--- src/cnw_pkg.sv ---
// ============================================================================
// cnw_pkg
// Shared item types, phase codes, event codes and byte-matching functions
// for the cpio newc entry walker.
// ============================================================================
`default_nettype none

package cnw_pkg;

    localparam int COUNT_WIDTH_DEF = 16;

    typedef struct packed {
        logic [7:0] data_byte;
        logic       restart;
    } byte_item_t;

    typedef struct packed {
        logic [1:0]  event_kind;
        logic [31:0] entry_file_size;
        logic [31:0] entry_name_size;
        logic [15:0] files_seen;
    } event_item_t;

    typedef struct packed {
        logic        valid;
        event_item_t item;
    } cnw_res_t;

    localparam logic [1:0] EV_ENTRY = 2'd0;
    localparam logic [1:0] EV_END   = 2'd1;
    localparam logic [1:0] EV_ERROR = 2'd2;

    localparam logic [2:0] PH_MAGIC  = 3'd0;
    localparam logic [2:0] PH_HEADER = 3'd1;
    localparam logic [2:0] PH_NAME   = 3'd2;
    localparam logic [2:0] PH_PAD1   = 3'd3;
    localparam logic [2:0] PH_DATA   = 3'd4;
    localparam logic [2:0] PH_PAD2   = 3'd5;
    localparam logic [2:0] PH_DONE   = 3'd6;

    localparam logic [31:0] MAGIC_LEN = 32'd6;
    localparam logic [31:0] HDR_LEN   = 32'd110;
    localparam logic [31:0] FSZ_FIRST = 32'd54;
    localparam logic [31:0] FSZ_LAST  = 32'd61;
    localparam logic [31:0] NSZ_FIRST = 32'd94;
    localparam logic [31:0] NSZ_LAST  = 32'd101;
    localparam logic [31:0] TRL_LEN   = 32'd11;

    // Returns the digit value with a valid flag in the top bit.
    function automatic logic [4:0] hex_digit(input logic [7:0] b);
        logic [4:0] r;
        r = 5'd0;
        if (b inside {[8'h30:8'h39]}) begin
            r = {1'b1, 4'(b - 8'h30)};
        end
        else if (b inside {[8'h41:8'h46]}) begin
            r = {1'b1, 4'(b - 8'h37)};
        end
        else if (b inside {[8'h61:8'h66]}) begin
            r = {1'b1, 4'(b - 8'h57)};
        end
        return r;
    endfunction

    function automatic logic [7:0] magic_byte(input logic [2:0] pos);
        logic [7:0] r;
        case (pos)
            3'd0:    r = 8'h30;
            3'd1:    r = 8'h37;
            3'd2:    r = 8'h30;
            3'd3:    r = 8'h37;
            3'd4:    r = 8'h30;
            3'd5:    r = 8'h31;
            default: r = 8'h00;
        endcase
        return r;
    endfunction

    function automatic logic [7:0] trailer_byte(input logic [3:0] pos);
        logic [7:0] r;
        case (pos)
            4'd0:    r = 8'h54;
            4'd1:    r = 8'h52;
            4'd2:    r = 8'h41;
            4'd3:    r = 8'h49;
            4'd4:    r = 8'h4C;
            4'd5:    r = 8'h45;
            4'd6:    r = 8'h52;
            4'd7:    r = 8'h21;
            4'd8:    r = 8'h21;
            4'd9:    r = 8'h21;
            default: r = 8'h00;
        endcase
        return r;
    endfunction

endpackage

`default_nettype wire

--- src/cnw_parser.sv ---
// ============================================================================
// cnw_parser
// Input register and the per-byte parser state update.
// ============================================================================
`default_nettype none

module cnw_parser #(
    parameter int COUNT_WIDTH = cnw_pkg::COUNT_WIDTH_DEF
) (
    input  wire logic                clk,
    input  wire logic                rst_n,
    input  wire logic                byte_valid,
    output logic                     byte_stall,
    input  wire cnw_pkg::byte_item_t byte_item,
    input  wire logic                res_ready,
    output cnw_pkg::cnw_res_t        res
);

    localparam logic [COUNT_WIDTH-1:0] COUNT_MAX = {COUNT_WIDTH{1'b1}};

    logic                item_valid_reg;
    cnw_pkg::byte_item_t item_reg;
    logic                advance;

    logic [2:0]             phase_reg, phase_next;
    logic [31:0]            count_reg, count_next;
    logic [31:0]            nsz_reg, nsz_next;
    logic [31:0]            fsz_reg, fsz_next;
    logic                   match_reg, match_next;
    logic [COUNT_WIDTH-1:0] entries_reg, entries_next;
    logic [1:0]             off_reg, off_next;

    logic       emit;
    logic       fin;
    logic       err;
    logic [1:0] kind;
    logic [4:0] hv;
    logic [7:0] b;

    assign advance    = item_valid_reg && res_ready;
    assign byte_stall = item_valid_reg && !res_ready;
    assign b          = item_reg.data_byte;
    assign hv         = cnw_pkg::hex_digit(b);

    always_ff @(posedge clk or negedge rst_n) begin
        if (!rst_n) begin
            item_valid_reg <= 1'b0;
        end
        else if (!byte_stall) begin
            item_valid_reg <= byte_valid;
        end
    end

    always_ff @(posedge clk) begin
        if (byte_valid && !byte_stall) begin
            item_reg <= byte_item;
        end
    end

    always_comb begin
        phase_next   = phase_reg;
        count_next   = count_reg;
        nsz_next     = nsz_reg;
        fsz_next     = fsz_reg;
        match_next   = match_reg;
        entries_next = entries_reg;
        off_next     = off_reg;
        emit         = 1'b0;
        fin          = 1'b0;
        err          = 1'b0;
        kind         = cnw_pkg::EV_ENTRY;

        if (item_reg.restart) begin
            phase_next   = cnw_pkg::PH_MAGIC;
            count_next   = 32'd0;
            nsz_next     = 32'd0;
            fsz_next     = 32'd0;
            match_next   = 1'b1;
            entries_next = '0;
            off_next     = 2'd0;
        end

        if (phase_next < cnw_pkg::PH_DONE) begin
            off_next = off_next + 2'd1;
            case (phase_next)
                cnw_pkg::PH_MAGIC:
                begin
                    if (count_next == 32'd0) begin
                        nsz_next   = 32'd0;
                        fsz_next   = 32'd0;
                        match_next = 1'b1;
                    end
                    if (count_next >= cnw_pkg::MAGIC_LEN
                        || b != cnw_pkg::magic_byte(count_next[2:0])) begin
                        err = 1'b1;
                    end
                    else begin
                        count_next = count_next + 32'd1;
                        if (count_next == cnw_pkg::MAGIC_LEN) begin
                            phase_next = cnw_pkg::PH_HEADER;
                        end
                    end
                end
                cnw_pkg::PH_HEADER:
                begin
                    if (count_next >= cnw_pkg::FSZ_FIRST && count_next <= cnw_pkg::FSZ_LAST)
                    begin
                        if (!hv[4]) begin
                            err = 1'b1;
                        end
                        else begin
                            fsz_next = {fsz_next[27:0], hv[3:0]};
                        end
                    end
                    else if (count_next >= cnw_pkg::NSZ_FIRST
                             && count_next <= cnw_pkg::NSZ_LAST) begin
                        if (!hv[4]) begin
                            err = 1'b1;
                        end
                        else begin
                            nsz_next = {nsz_next[27:0], hv[3:0]};
                        end
                    end
                    if (!err) begin
                        count_next = count_next + 32'd1;
                        if (count_next >= cnw_pkg::HDR_LEN) begin
                            phase_next = cnw_pkg::PH_NAME;
                            count_next = 32'd0;
                            fin        = (nsz_next == 32'd0);
                        end
                    end
                end
                cnw_pkg::PH_NAME:
                begin
                    if (count_next < cnw_pkg::TRL_LEN
                        && b != cnw_pkg::trailer_byte(count_next[3:0])) begin
                        match_next = 1'b0;
                    end
                    count_next = count_next + 32'd1;
                    fin        = (count_next == nsz_next);
                end
                cnw_pkg::PH_PAD1:
                begin
                    if (off_next == 2'd0) begin
                        count_next = 32'd0;
                        phase_next = (fsz_next != 32'd0) ? cnw_pkg::PH_DATA
                                                          : cnw_pkg::PH_MAGIC;
                    end
                end
                cnw_pkg::PH_DATA:
                begin
                    count_next = count_next + 32'd1;
                    if (count_next == fsz_next) begin
                        count_next = 32'd0;
                        phase_next = (off_next != 2'd0) ? cnw_pkg::PH_PAD2
                                                         : cnw_pkg::PH_MAGIC;
                    end
                end
                default:
                begin
                    if (off_next == 2'd0) begin
                        phase_next = cnw_pkg::PH_MAGIC;
                        count_next = 32'd0;
                    end
                end
            endcase

            if (err) begin
                phase_next = cnw_pkg::PH_DONE;
                emit       = 1'b1;
                kind       = cnw_pkg::EV_ERROR;
            end
            else if (fin) begin
                emit = 1'b1;
                if (match_next && nsz_next >= cnw_pkg::TRL_LEN) begin
                    phase_next = cnw_pkg::PH_DONE;
                    kind       = cnw_pkg::EV_END;
                end
                else begin
                    kind       = cnw_pkg::EV_ENTRY;
                    count_next = 32'd0;
                    if (entries_next != COUNT_MAX) begin
                        entries_next = entries_next + COUNT_WIDTH'(1);
                    end
                    if (off_next != 2'd0) begin
                        phase_next = cnw_pkg::PH_PAD1;
                    end
                    else if (fsz_next != 32'd0) begin
                        phase_next = cnw_pkg::PH_DATA;
                    end
                    else begin
                        phase_next = cnw_pkg::PH_MAGIC;
                    end
                end
            end
        end
    end

    always_comb begin
        res.valid                = advance && emit;
        res.item.event_kind      = kind;
        res.item.entry_file_size = err ? 32'd0 : fsz_next;
        res.item.entry_name_size = err ? 32'd0 : nsz_next;
        res.item.files_seen      = 16'(entries_next);
    end

    always_ff @(posedge clk or negedge rst_n) begin
        if (!rst_n) begin
            phase_reg   <= cnw_pkg::PH_MAGIC;
            count_reg   <= 32'd0;
            nsz_reg     <= 32'd0;
            fsz_reg     <= 32'd0;
            match_reg   <= 1'b1;
            entries_reg <= '0;
            off_reg     <= 2'd0;
        end
        else if (advance) begin
            phase_reg   <= phase_next;
            count_reg   <= count_next;
            nsz_reg     <= nsz_next;
            fsz_reg     <= fsz_next;
            match_reg   <= match_next;
            entries_reg <= entries_next;
            off_reg     <= off_next;
        end
    end

    // An end or error event always leaves the walker stopped.
    a_stop_after_event: assert property (@(posedge clk) disable iff (!rst_n)
        (advance && emit && (kind == cnw_pkg::EV_END || kind == cnw_pkg::EV_ERROR))
        |=> phase_reg == cnw_pkg::PH_DONE)
        else $error("walker did not stop after end or error");

    // A stopped walker gives no event until a restart.
    a_silent_when_done: assert property (@(posedge clk) disable iff (!rst_n)
        (advance && phase_reg == cnw_pkg::PH_DONE && !item_reg.restart) |-> !res.valid)
        else $error("event produced while stopped");

    // The entry count only grows between restarts.
    a_count_monotonic: assert property (@(posedge clk) disable iff (!rst_n)
        (advance && !item_reg.restart) |=> entries_reg >= $past(entries_reg))
        else $error("entry count went backwards");

endmodule

`default_nettype wire

--- src/cnw_result_reg.sv ---
// ============================================================================
// cnw_result_reg
// Result register that holds one event item until the consumer takes it.
// ============================================================================
`default_nettype none

module cnw_result_reg (
    input  wire logic                 clk,
    input  wire logic                 rst_n,
    input  wire cnw_pkg::cnw_res_t    res,
    output logic                      res_ready,
    output logic                      event_valid,
    input  wire logic                 event_stall,
    output cnw_pkg::event_item_t      event_item
);

    logic                 valid_reg;
    cnw_pkg::event_item_t item_reg;

    assign res_ready   = !valid_reg || !event_stall;
    assign event_valid = valid_reg;
    assign event_item  = item_reg;

    always_ff @(posedge clk or negedge rst_n) begin
        if (!rst_n) begin
            valid_reg <= 1'b0;
        end
        else if (res.valid) begin
            valid_reg <= 1'b1;
        end
        else if (!event_stall) begin
            valid_reg <= 1'b0;
        end
    end

    always_ff @(posedge clk) begin
        if (res.valid) begin
            item_reg <= res.item;
        end
    end

    // A new result is only offered when the register can take it.
    a_no_overwrite: assert property (@(posedge clk) disable iff (!rst_n)
        res.valid |-> (!valid_reg || !event_stall))
        else $error("result overwrote a waiting event");

    // Event kinds stay within the defined codes.
    a_kind_legal: assert property (@(posedge clk) disable iff (!rst_n)
        event_valid |-> (event_item.event_kind == cnw_pkg::EV_ENTRY
                         || event_item.event_kind == cnw_pkg::EV_END
                         || event_item.event_kind == cnw_pkg::EV_ERROR))
        else $error("illegal event kind");

endmodule

`default_nettype wire

--- src/cpio_newc_entry_walker_core.sv ---
// ============================================================================
// cpio_newc_entry_walker_core
// Walks a cpio newc archive byte by byte and reports each entry, the
// trailer, or a format error.
// ============================================================================
//
//  Channel   Direction  Handshake                  Payload
//  byte      in         byte_valid / byte_stall    byte_item  (byte_item_t)
//  event     out        event_valid / event_stall  event_item (event_item_t)
//
//  One archive byte is taken every cycle when the output side is not stalled.
//  A byte passes the input register, the parser update and the result
//  register, in that order, before its event is offered.
//  Reset returns the walker to the start of an archive; restart does the same.
//  A stalled event holds the parser, and the stall reaches the byte side only
//  when the input register is also full.
//
`default_nettype none

module cpio_newc_entry_walker_core #(
    parameter int COUNT_WIDTH = cnw_pkg::COUNT_WIDTH_DEF
) (
    input  wire logic                 clk,
    input  wire logic                 rst_n,
    input  wire logic                 byte_valid,
    output logic                      byte_stall,
    input  wire cnw_pkg::byte_item_t  byte_item,
    output logic                      event_valid,
    input  wire logic                 event_stall,
    output cnw_pkg::event_item_t      event_item
);

    cnw_pkg::cnw_res_t res;
    logic              res_ready;

    cnw_parser #(
        .COUNT_WIDTH(COUNT_WIDTH)
    ) u_parser (
        .clk        (clk),
        .rst_n      (rst_n),
        .byte_valid (byte_valid),
        .byte_stall (byte_stall),
        .byte_item  (byte_item),
        .res_ready  (res_ready),
        .res        (res)
    );

    cnw_result_reg u_result (
        .clk         (clk),
        .rst_n       (rst_n),
        .res         (res),
        .res_ready   (res_ready),
        .event_valid (event_valid),
        .event_stall (event_stall),
        .event_item  (event_item)
    );

endmodule

`default_nettype wire
--- config.mk ---
export PLATFORM = sky130hd
export DESIGN_NAME = cpio_newc_entry_walker_core
export DESIGN_NICKNAME = d
export VERILOG_FILES = /design/src/cnw_pkg.sv /design/src/cnw_parser.sv /design/src/cnw_result_reg.sv /design/src/cpio_newc_entry_walker_core.sv
export SDC_FILE = /design/constraint.sdc
export NUM_CORES = 1
export LEC_CHECK = 0
export BUFFER_PORTS_ARGS = -buffer_cell sky130_fd_sc_hd__buf_4
export CORE_MARGIN = 1.5
export CORE_UTILIZATION = 35
export DETAILED_ROUTE_END_ITERATION = 8
export PLACE_DENSITY = 0.48
export SLEW_MARGIN = 10
export SYNTH_ARGS = -nofsm -noshare
export SYNTH_HDL_FRONTEND = slang
export SYNTH_SLANG_ARGS = --single-unit
--- constraint.sdc ---
create_clock -name clk -period 28.1 [get_ports clk]
set_clock_uncertainty 0.2 [all_clocks]
set_input_delay 0 -clock clk [delete_from_list [all_inputs] [get_ports clk]]
set_output_delay 0 -clock clk [all_outputs]
set_load 0.02 [all_outputs]
==> reports/metrics.yaml <==
fin_crit_sh_pct: 22.99
grt_max_degree: 145
p_int_mw: 0.6396
worstSetupStartpointType: "flop"
synth-async-reset-ratio_pct: 56.87
ys_seq_elements: 211
grt_overflow: 0
hpwlAfterDp_um: 40200
grt_usage_pct: 26.40
grt_pass1_vias: 12832
required_ns: 28.38
setup_slack_ns: 21.64
largest_reg_flops: 82
syn_inst: 1627
syn_nets: 1654
drt_iter0_drc: 1334
post_cts_buffers: 0
tightest_slew_ns: 1.249
synth_top_flop_cell: "dfrtp_1"
area_delta_synth_final_pct: 14.29
ant_nets: 0
period_minus_slack_ns: 6.460
reg2reg_from: "u_parser.item_reg[0]"
via_per_inst: 6.131
clk_latency_ns: 0.56
cts_tree: "built"
place_area_um2: 15240
use_met3_pct: 4.545
design_area_um2: 16360
status: "completed"
pwr-share-clk_pct: 34.6
antenna_found_initial: 0
drive_gt1_share_pct: 12.06
timing.rr.end: "u_parser.count_reg[26]"
nets: 1666
vias: 13383
rsz0062_at_grt: "no"
std_cell_rows: 73
die_w_um: 205.2
synth.avg_cell_area_um2: 8.799
setup_tns_ns: 0
drv_slew: 0
place_congestion: 0.9609
cp-startpoint: "u_parser.item_reg[0]"
slew_headroom_pct: 16.27
fmax_mhz: 154.8
power.switching_mw: 0.3463
critPathKind: "reg -> reg"
crit_path_top_delay_cell: "and4_1"
powerDensity_nw_per_um2: 60.26
cts.path.max_buffers: 3
synth.yosys.seq_area_share_pct: 40.07
ctsResizeCount: 0
met2_usage_pct: 39.51
peakVddDrop_v: 0.00004300
clock-root-buffer: "clkbuf_16"
synth-edff-count: 91
clock-sinks: 211
crit_path_end: "u_parser.count_reg[26]"
synth_cell_types: 93
max_stage_delay_ns: 0.97
p_sw_share_pct: 35.12
netlist_area_um2: 14320
ioPinCount: 97
timing.hold.ws_ns: 0.2769
path_cells: "buf_12, nor2b_1, inv_1, ha_1, nor2_1, a2111oi_0, o21a_1, and4_1, a21oi_1, a2bb2oi_1, or3b_2, a41oi_1, o21ai_0, nor2_1, a31o_2"
use_met1_pct: 38.22
drc: 0
yosys_warnings: 0
combinationalPowerShare_pct: 25.9
drtPass1Iterations: 5
diodes: 0
p_leak_nw: 6.098
die_h_um: 205.2
clk_pin_slew_ns: 0.06
dieArea_um2: 42130
grt_busiest_layer: "met2"
grt_pass1_wl_um: 83950
critPathMaxFanout: 144
cp_common_cell: "nor2_1"
maxCapViolations: 0
finalHoldViolCount: 0
wirelength_um: 55690
start_util_pct: 35.79
numPortBuffers: 96
ff2ff_path_depth: 15
cp_data_arrival_time_ns: 6.74
hold_path.class: "reg -> reg"
setup_viol: 0
seqPwrFrac_pct: 39.5
wl_per_cell_um: 25.51
cts_htree_levels: 1
pre_cts_ws_ns: 21.61
reg2reg_slack_ns: 21.64
cts_buffers: 26
core_area_um2: 40010
worst_setup_path_end_kind: "flop"
==> timing repair <==
item                                    CTS  global route
endpoints found under the setup margin    0             0
hold buffers                             25             0
hold endpoints to repair                 78             0
==> kinds of logic (layout without fill, tap and decap cells) <==
kind of cell             count (synthesis)  in the layout  synth area share, %
AO/OA/AOI/OAI                          453            453                22.28
AND/OR/NAND/NOR                        645            645                23.28
multiplexers                            11             11               0.8128
flip-flops                             211            211                40.07
adder cells (fa/ha/maj)                 14             14                1.224
XOR/XNOR                               103            103                6.904
buffers and inverters                  190            221                5.427
==> power by group through the flow <==
stage	sequential [mW]	clock (mW)	combinational [mW]
4_1_cts	0.388	0.350	0.253
6_report	0.389	0.341	0.255
2_1_floorplan	0.389	0	0.162
3_5_place_dp	0.394	0	0.249
5_1_grt	0.393	0.361	0.277
3_3_place_gp	0.393	0	0.250
==> metrics by stage <==
stage / power, mW / utilization (%) / cells
6_report: 0.9859 / 40.90 / 2183
5_1_grt: 1.031 / 40.90 / 2183
4_1_cts: 0.9910 / 40.89 / 2183
3_5_place_dp: 0.6429 / 38.08 / 2111
3_3_place_gp: 0.6433 / 38.08 / 2111
2_1_floorplan: 0.5512 / - / 1627
==> cell type report <==
class / instances / area [um2]
Fill cell: 3966 / 23640
Multi-Input combinational cell: 1226 / 7850
Sequential cell: 211 / 5737
Timing Repair Buffer: 138 / 1129
Clock buffer: 37 / 711.9
Tap cell: 525 / 656.9
Clock inverter: 10 / 142.6
Inverter: 36 / 135.1
==> worst max-delay path, delay by kind of cell (launching register included) <==
kind | cells | cell delay (ns)
DFF | 1 | 0.37
buffers and inverters | 2 | 0.59
AOI/OAI and AO/OA | 7 | 2.42
adders and majority gates | 1 | 0.41
and+or+nand+nor | 5 | 2.38
==> cell usage in the layout, fill, tap and decap left out, types with 8 or more instances in the layout <==
cell type	synthesis	routed
ha_1	14	14
clkbuf_16	0	26
nor4_1	41	41
o21a_1	8	8
o211ai_1	11	11
and3_1	17	17
nor2b_1	39	39
a221o_1	10	10
nand4_1	23	23
o21ai_1	9	8
and4_1	9	9
a22o_1	47	47
clkbuf_1	113	9
nand2b_1	18	18
and2_1	11	11
a22oi_1	75	75
xor2_1	27	27
or3_1	20	20
nand2_1	158	157
dlygate4sd3_1	0	24
or2_2	8	8
a31oi_1	15	15
a41oi_1	9	9
edfxtp_1	91	91
nand3_1	45	45
a21oi_1	60	60
xnor2_1	70	70
buf_4	5	112
or4_1	12	12
inv_1	36	36
o21ai_0	106	106
dfrtp_1	119	119
o31ai_1	8	8
nor2_1	150	148
nor3_1	49	47
==> cell usage after synthesis (5+ instances only) <==
cell type  number  area share [%]
o31ai_1         8            0.42
o211ai_1       11            0.58
and4_1          9            0.55
buf_4           5            0.26
a21oi_1        60             2.1
xnor2_1        70             4.3
and3_1         17            0.74
o21ai_0       106             3.7
dfrtp_1       119              21
nor3b_1         6            0.31
nand2b_1       18            0.79
nor2b_1        39             1.7
nand4b_1        5            0.31
clkbuf_1      113             3.0
or4_1          12            0.63
nor4_1         41             1.8
or2_2           8            0.35
a31oi_1        15            0.66
a41oi_1         9            0.55
ha_1           14             1.2
o32ai_1         7            0.43
nand4_1        23             1.0
mux2_2          5            0.39
a221o_1        10            0.70
buf_1          15            0.39
inv_1          36            0.94
a211o_1         5            0.31
nor2_1        150             3.9
a22oi_1        75             3.9
o21a_1          8            0.42
o2111ai_1       7            0.43
a211oi_1        7            0.37
mux2i_1         6            0.42
edfxtp_1       91              19
o21ai_1         9            0.31
o22ai_1         7            0.31
buf_2          16            0.56
nand2_1       158             4.1
nor3_1         49             1.7
or3_1          20            0.87
and2_1         11            0.48
xor2_1         27             1.7
nand3_1        45             1.6
a22o_1         47             2.9
==> worst min-delay path by stage <==
stage                              startpoint                      to  cells after the start
after floorplan                         rst_n   u_parser.count_reg[0]                      0
after global placement                  rst_n  u_parser.count_reg[22]                      1
after detailed placement                rst_n  u_parser.count_reg[22]                      1
after CTS                         event_stall    u_result.event_valid                      4
after global routing              event_stall    u_result.event_valid                      4
final                     u_parser.off_reg[1]     u_parser.off_reg[1]                      2
==> routing by layer <==
metal / up-vias / part of all wire [%]
li1: 6072 / -
met1: 6591 / 46
met2: 597 / 43
met3: 123 / 7.5
met4: 0 / 3.8
met5: - / 0
Power figures use the tool's default switching activity.
